==> config.mk <==
export PLATFORM = sky130hd
export DESIGN_NAME = mbca_front
export DESIGN_NICKNAME = d
export VERILOG_FILES = /design/src/hdl/mbca_pkg.sv /design/src/hdl/mbca_front.sv
export SDC_FILE = /design/constraint.sdc
export NUM_CORES = 1
export LEC_CHECK = 0
export BUFFER_PORTS_ARGS = -buffer_cell sky130_fd_sc_hd__buf_2
export CAP_MARGIN = 20
export CORE_AREA = 8 8 71 73
export DETAILED_ROUTE_END_ITERATION = 10
export DIE_AREA = 0 0 79 81
export PLACE_DENSITY = 0.65
export REMOVE_ABC_BUFFERS = 1
export SYNTH_ARGS = -nofsm -noshare
export SYNTH_HDL_FRONTEND = slang
export SYNTH_SLANG_ARGS = --single-unit
==> constraint.sdc <==
create_clock -name clk -period 5.5 [get_ports clk]
set_input_delay 1.1 -clock clk [delete_from_list [all_inputs] [get_ports clk]]
set_output_delay 1.1 -clock clk [all_outputs]
set_load 0.01 [all_outputs]
==> src/hdl/mbca_pkg.sv <==
// Shared types, codes and constants of the memory bank conflict arbiter.
// Used by the front, back, top level and checker; depends on nothing.
package mbca_pkg;

  localparam int DEF_MAX_PROCS  = 64;
  localparam int DEF_MAX_BANKS  = 2048;
  localparam int DEF_COUNT_BITS = 24;

  localparam int OP_W     = 2;
  localparam int BANK_IN_W = 11;
  localparam int PROC_CFG_W = 7;
  localparam int MEM_CFG_W  = 12;
  localparam int PID_OUT_W  = 6;
  localparam int TOTAL_W    = 24;

  localparam logic [PROC_CFG_W-1:0] PROC_COUNT_RST = 7'd64;
  localparam logic [MEM_CFG_W-1:0]  MEM_COUNT_RST  = 12'd2048;

  localparam logic [0:0] CFG_PROC_COUNT = 1'b0;
  localparam logic [0:0] CFG_MEM_COUNT  = 1'b1;

  typedef enum logic [OP_W-1:0] {
    OP_REQ = 2'd0,
    OP_EOR = 2'd1,
    OP_CLR = 2'd2,
    OP_NOP = 2'd3
  } op_t;

  typedef enum logic [1:0] {
    ST_OK    = 2'd0,
    ST_RANGE = 2'd1,
    ST_FULL  = 2'd2
  } status_t;

  typedef struct packed {
    op_t                  kind;
    logic [BANK_IN_W-1:0] bank;
    logic                 bank_ok;
  } cmd_t;

  typedef struct packed {
    logic [PID_OUT_W-1:0] proc_id;
    logic                 granted;
    logic [TOTAL_W-1:0]   wait_total;
    logic [TOTAL_W-1:0]   grant_total;
    status_t              status;
    logic                 round_done;
  } res_t;

endpackage

==> src/hdl/mbca_front.sv <==
// Front end: accepts input beats, classifies them into commands and queues
// them for the back end. Depends on mbca_pkg.
module mbca_front
  import mbca_pkg::*;
#(
  parameter int MAX_BANKS = DEF_MAX_BANKS
) (
  input  logic                 clk,
  input  logic                 rst_n,
  input  logic                 in_tvalid,
  output logic                 in_tready,
  input  logic [OP_W-1:0]      in_tuser,  // op
  input  logic [15:0]          in_tdata,  // bank_index[10:0], zero fill
  input  logic [MEM_CFG_W-1:0] mem_count,
  output logic                 cmd_valid,
  output cmd_t                 cmd,
  input  logic                 cmd_pop
);

  cmd_t       fifo_r [2];
  logic       wp_r, rp_r;
  logic [1:0] cnt_r;
  logic       push;
  cmd_t       cmd_in;
  logic [31:0] eff_banks;

  assign in_tready = (cnt_r != 2'd2);
  assign push      = in_tvalid && in_tready;
  assign eff_banks = (32'(mem_count) < MAX_BANKS) ? 32'(mem_count) : 32'(MAX_BANKS);

  always_comb begin
    cmd_in.kind    = op_t'(in_tuser);
    cmd_in.bank    = in_tdata[BANK_IN_W-1:0];
    cmd_in.bank_ok = (32'(in_tdata[BANK_IN_W-1:0]) < eff_banks);
  end

  assign cmd_valid = (cnt_r != 2'd0);
  assign cmd       = fifo_r[rp_r];

  always_ff @(posedge clk) begin
    if (push) begin
      fifo_r[wp_r] <= cmd_in;
    end
    if (!rst_n) begin
      wp_r  <= 1'b0;
      rp_r  <= 1'b0;
      cnt_r <= 2'd0;
    end else begin
      if (push) begin
        wp_r <= ~wp_r;
      end
      if (cmd_pop) begin
        rp_r <= ~rp_r;
      end
      cnt_r <= cnt_r + 2'(push) - 2'(cmd_pop);
    end
  end

endmodule

# Yosys cells after proc, flatten, opt, wreduce, memory -nomap -nowiden
# Memory sizes are Yosys's and may differ from the RTL's. A register that Yosys moved wholly into a read port is not among the register bits.
# Index checks and enable logic that the tools add are counted.
[op_classes]
addsub = 2
mul = 0
n_div = 0
n_lt_le_gt_ge = 2
n_eq_ne = 1
shifts = 0
muxes = 5
bitwise = 2
reduce_logical = 2
[ops]
columns = ["cell", "n"]
rows = [
  ["11-bit by 12-bit < comparator with 1-bit output", 1],
  ["12-bit < comparator (second input constant)", 1],
  ["12-bit 2-to-1 mux", 1],
  ["1-bit 2-to-1 mux", 4],
  ["2-bit by 1-bit adder with 2-bit output", 1],
  ["2-bit inequality test (second input constant)", 1],
  ["1-bit NOT", 2],
  ["2-bit nonzero test", 1],
  ["2-bit by 1-bit subtractor with 2-bit output", 1],
  ["1-bit logical AND", 1],
]
[word_totals]
reg_bits = 4
latch_bits = 0
mem_bits_rw = 28
rom_bits = 0
output_inout_bits = 16
word_cells = 18
n_memories = 1
[mem_list]
columns = ["name", "depth", "width", "rd", "rd_clocked_by_memory_dff", "write_ports", "line_no", "source"]
rows = [
  ["fifo_r", 2, 14, 1, 1, 1, "mbca_front.sv:20", "cmd_t fifo_r [2];"],
]

# Longest topological paths before layout
[logic_depth]
ltp_word = 4
ltp_mapped = 8

# Least setup slack after synthesis
# OpenSTA, ideal clock, no wires.
[synth_path]
kind = "in2reg"
start = "input port mem_count[11]"
end = "memory fifo_r[0][0] in the netlist's numbering (data pin)"
setup_time_ns = 0.273
t_arrival_ns = 2.193
t_required_ns = 5.227
path_slack_ns = 3.034
cell_stages = 6
path_cell_list = "buf_2 > nand2b_1 > ha_1 > nand3_1 > a2111oi_0 > a2bb2oi_1"
[synth_rtl]
columns = ["item", "line_no", "source"]
rows = [
  ["start, declared", "mbca_front.sv:14", "input logic [MEM_CFG_W-1:0] mem_count,"],
  ["end, declared", "mbca_front.sv:20", ""],
]

==> impl_metrics.env <==
export IMPL_cts_clk_slew_worst_paths_ns=0.06
export IMPL_die_w_um=79
export IMPL_grt_pass1_wl_um=5150
export IMPL_start_util_pct=38.6
export IMPL_routedWlPerCell_um=14.9
export IMPL_fmax_mhz=377
export IMPL_netlist_instances=101
export IMPL_synth_cell_type_count=23
export IMPL_pwr_share_seq_pct=50.1
export IMPL_max_cap_viol_count=0
export IMPL_first_pass_iters=4
export IMPL_antenna_found_initial=0
export IMPL_nets=197
export IMPL_ir_drop_uv=133
export IMPL_synth_seq_cells=33
export IMPL_post_synth_top_area_cell="edfxtp_1"
export IMPL_routed_wl_um=3020
export IMPL_crit_fanout=14
export IMPL_syn_cell_area_mm2=0.00151
export IMPL_gr_total_overflow=0
export IMPL_synthToLayoutAreaGrowth_pct=24.5
export IMPL_fin_setup_tns_ns=0
export IMPL_final_area_mm2=0.00188
export IMPL_yosys_warnings=0
export IMPL_dp_final_hpwl_um=2310
export IMPL_cts_root_buf="clkbuf_8"
export IMPL_cts_resized=0
export IMPL_relSlewSlack_pct=52.9
export IMPL_cts_buffers=5
export IMPL_drive_above_1_share_pct=43.4
export IMPL_cts_htree_levels=2
export IMPL_tightest_slew_ns=0.707
export IMPL_setup_viol=0
export IMPL_io_buffer_count=44
export IMPL_ant_nets=0
export IMPL_p_comb_share_pct=22.6
export IMPL_post_cts_buffers=0
export IMPL_power_density_mw_per_mm2=356
export IMPL_rsz0062_at_grt="false"
export IMPL_p_switching_uw=174
export IMPL_critPathRequiredTime_ns=4.40
export IMPL_die_h_um=81
export IMPL_rows=23
export IMPL_hold_path_class="flop to flop"
export IMPL_switching_share_pct=26.0
export IMPL_place_area_mm2=0.00179
export IMPL_fin_skew_ns=0.00589
export IMPL_finalHoldViolCount=0
export IMPL_first_iter_violations=40
export IMPL_drt_vias_per_instance=4.72
export IMPL_start_kind="flop"
export IMPL_p_total_uw=669
export IMPL_drc_errors=0
export IMPL_outcome="completed"
export IMPL_cts_path_max_buffers=2
export IMPL_gp_congestion=0.780
export IMPL_syn_avg_cell_area_um2=15.0
export IMPL_cellLeakagePower_nw=0.764
export IMPL_vias=954
export IMPL_ys_top_cells_by_area="edfxtp_1 56%, mux2_2 10%, ha_1 9.9%"
export IMPL_timing_final_crit_period_ns=2.65
export IMPL_grt_usage_pct=10.5
export IMPL_io_pins=50
export IMPL_antenna_cells=0
export IMPL_p_int_uw=495
export IMPL_worstSetupPathType="flop to primary output"
export IMPL_clock_latency_ns=0.28
export IMPL_clock_sinks=33
export IMPL_arrival_ns=1.55
export IMPL_grt_pass1_vias=1159
export IMPL_synth_top_cell_area_share_pct=55.6
export IMPL_clockPowerShare_pct=27.3
export IMPL_cts_tree="built"
export IMPL_slew_violations=0
export IMPL_die_area_mm2=0.00640
export IMPL_holdBufCountCts=0
export IMPL_core_area_mm2=0.00391
export IMPL_worstSetupEndpointType="primary output"
export IMPL_grt_max_degree=15
export IMPL_period_share_pct=48.2
export IMPL_synth_seq_area_share_pct=62.3
-- synthesized netlist by cell type --
cell	instances
a2111oi_0	1
a211oi_1	2
a21o_1	1
a21oi_1	1
a2bb2oi_1	1
and2_1	5
and3_1	1
buf_2	2
dfxtp_1	5
edfxtp_1	28
ha_1	12
inv_1	2
mux2_2	14
nand2_1	3
nand2b_1	11
nand3_1	2
nor2_1	2
o2111ai_1	1
o21ai_0	1
or2_2	1
or4b_1	1
xnor2_1	3
xor2_1	1
-- cell families (layout without fill, tap and decap cells) --
| kind of cell | after synthesis | count (layout) | share of synthesized area (%) |
|---|---|---|---|
| DFF | 33 | 33 | 62.3 |
| adders and majority gates | 12 | 12 | 9.93 |
| buffers and inverters | 4 | 55 | 1.16 |
| AOI/OAI and AO/OA | 8 | 8 | 3.89 |
| muxes | 14 | 14 | 10.4 |
| xor gates and xnor gates | 4 | 4 | 2.32 |
| and+or+nand+nor | 26 | 26 | 10.0 |
-- cells in the final DEF, fill, tap and decap left out, drive strengths merged, types with 2 or more instances in the layout --
cell type / count
buf: 45
edfxtp: 28
mux2: 14
ha: 12
nand2b: 11
clkbuf: 8
and2: 5
dfxtp: 5
nand2: 3
xnor2: 3
inv: 2
nand3: 2
nor2: 2
a211oi: 2
-- registers in the layout, summed over array words and instances, names as in the netlist, named ones only --
signal / count
cnt_r: 2
fifo_r: 28
rp_r: 1
wp_r: 1
-- per-stage QoR --
stage	setup WS [ns]	util, %	hold slack (ns)	cells
2_1_floorplan	3.12	-	0.555	99
3_3_place_gp	2.84	45.8	0.569	194
3_5_place_dp	2.77	45.8	0.576	194
4_1_cts	2.79	48.1	0.589	202
5_1_grt	2.71	48.1	0.617	202
6_report	2.85	48.1	0.586	202
-- final timing paths --
kind,start,endpoint,slack [ns],depth (start not counted)
worst max-delay path,flop,cmd[3],2.85,2
worst min-delay path,rp_r,flop,0.59,2
worst max register to register,cnt_r[0],cnt_r[1],3.87,8
worst min register to register,rp_r,flop,0.59,2
-- power groups by stage --
stage | clock network, mW | logic [mW] | registers [mW]
finish | 0.183 | 0.151 | 0.335
global route | 0.201 | 0.170 | 0.340
CTS | 0.190 | 0.156 | 0.336
detailed placement | 0 | 0.155 | 0.342
global placement | 0 | 0.150 | 0.338
floorplan | 0 | 0.0943 | 0.336
-- cell type report --
class	count	area [um2]
Fill cell	389	2030
Sequential cell	33	941
Multi-Input combinational cell	64	553
Timing Repair Buffer	45	228
Clock buffer	8	90.1
Tap cell	50	62.6
Inverter	2	7.51
-- routing by layer --
layer  vias up  GRT usage [%]  routed length (um)
met3         7           3.53                 209
met5         -              0                   0
met4         0           7.78                  87
met2        30           18.4                1560
met1       442           10.3                1160
li1        475              -                   -
-- worst max-delay path, stage by stage, from the launching register on --
cell and delay [ns]:
dfxtp_1 0.72, mux2_2 0.41, buf_2 0.14
(Power assumes the default switching activity.)
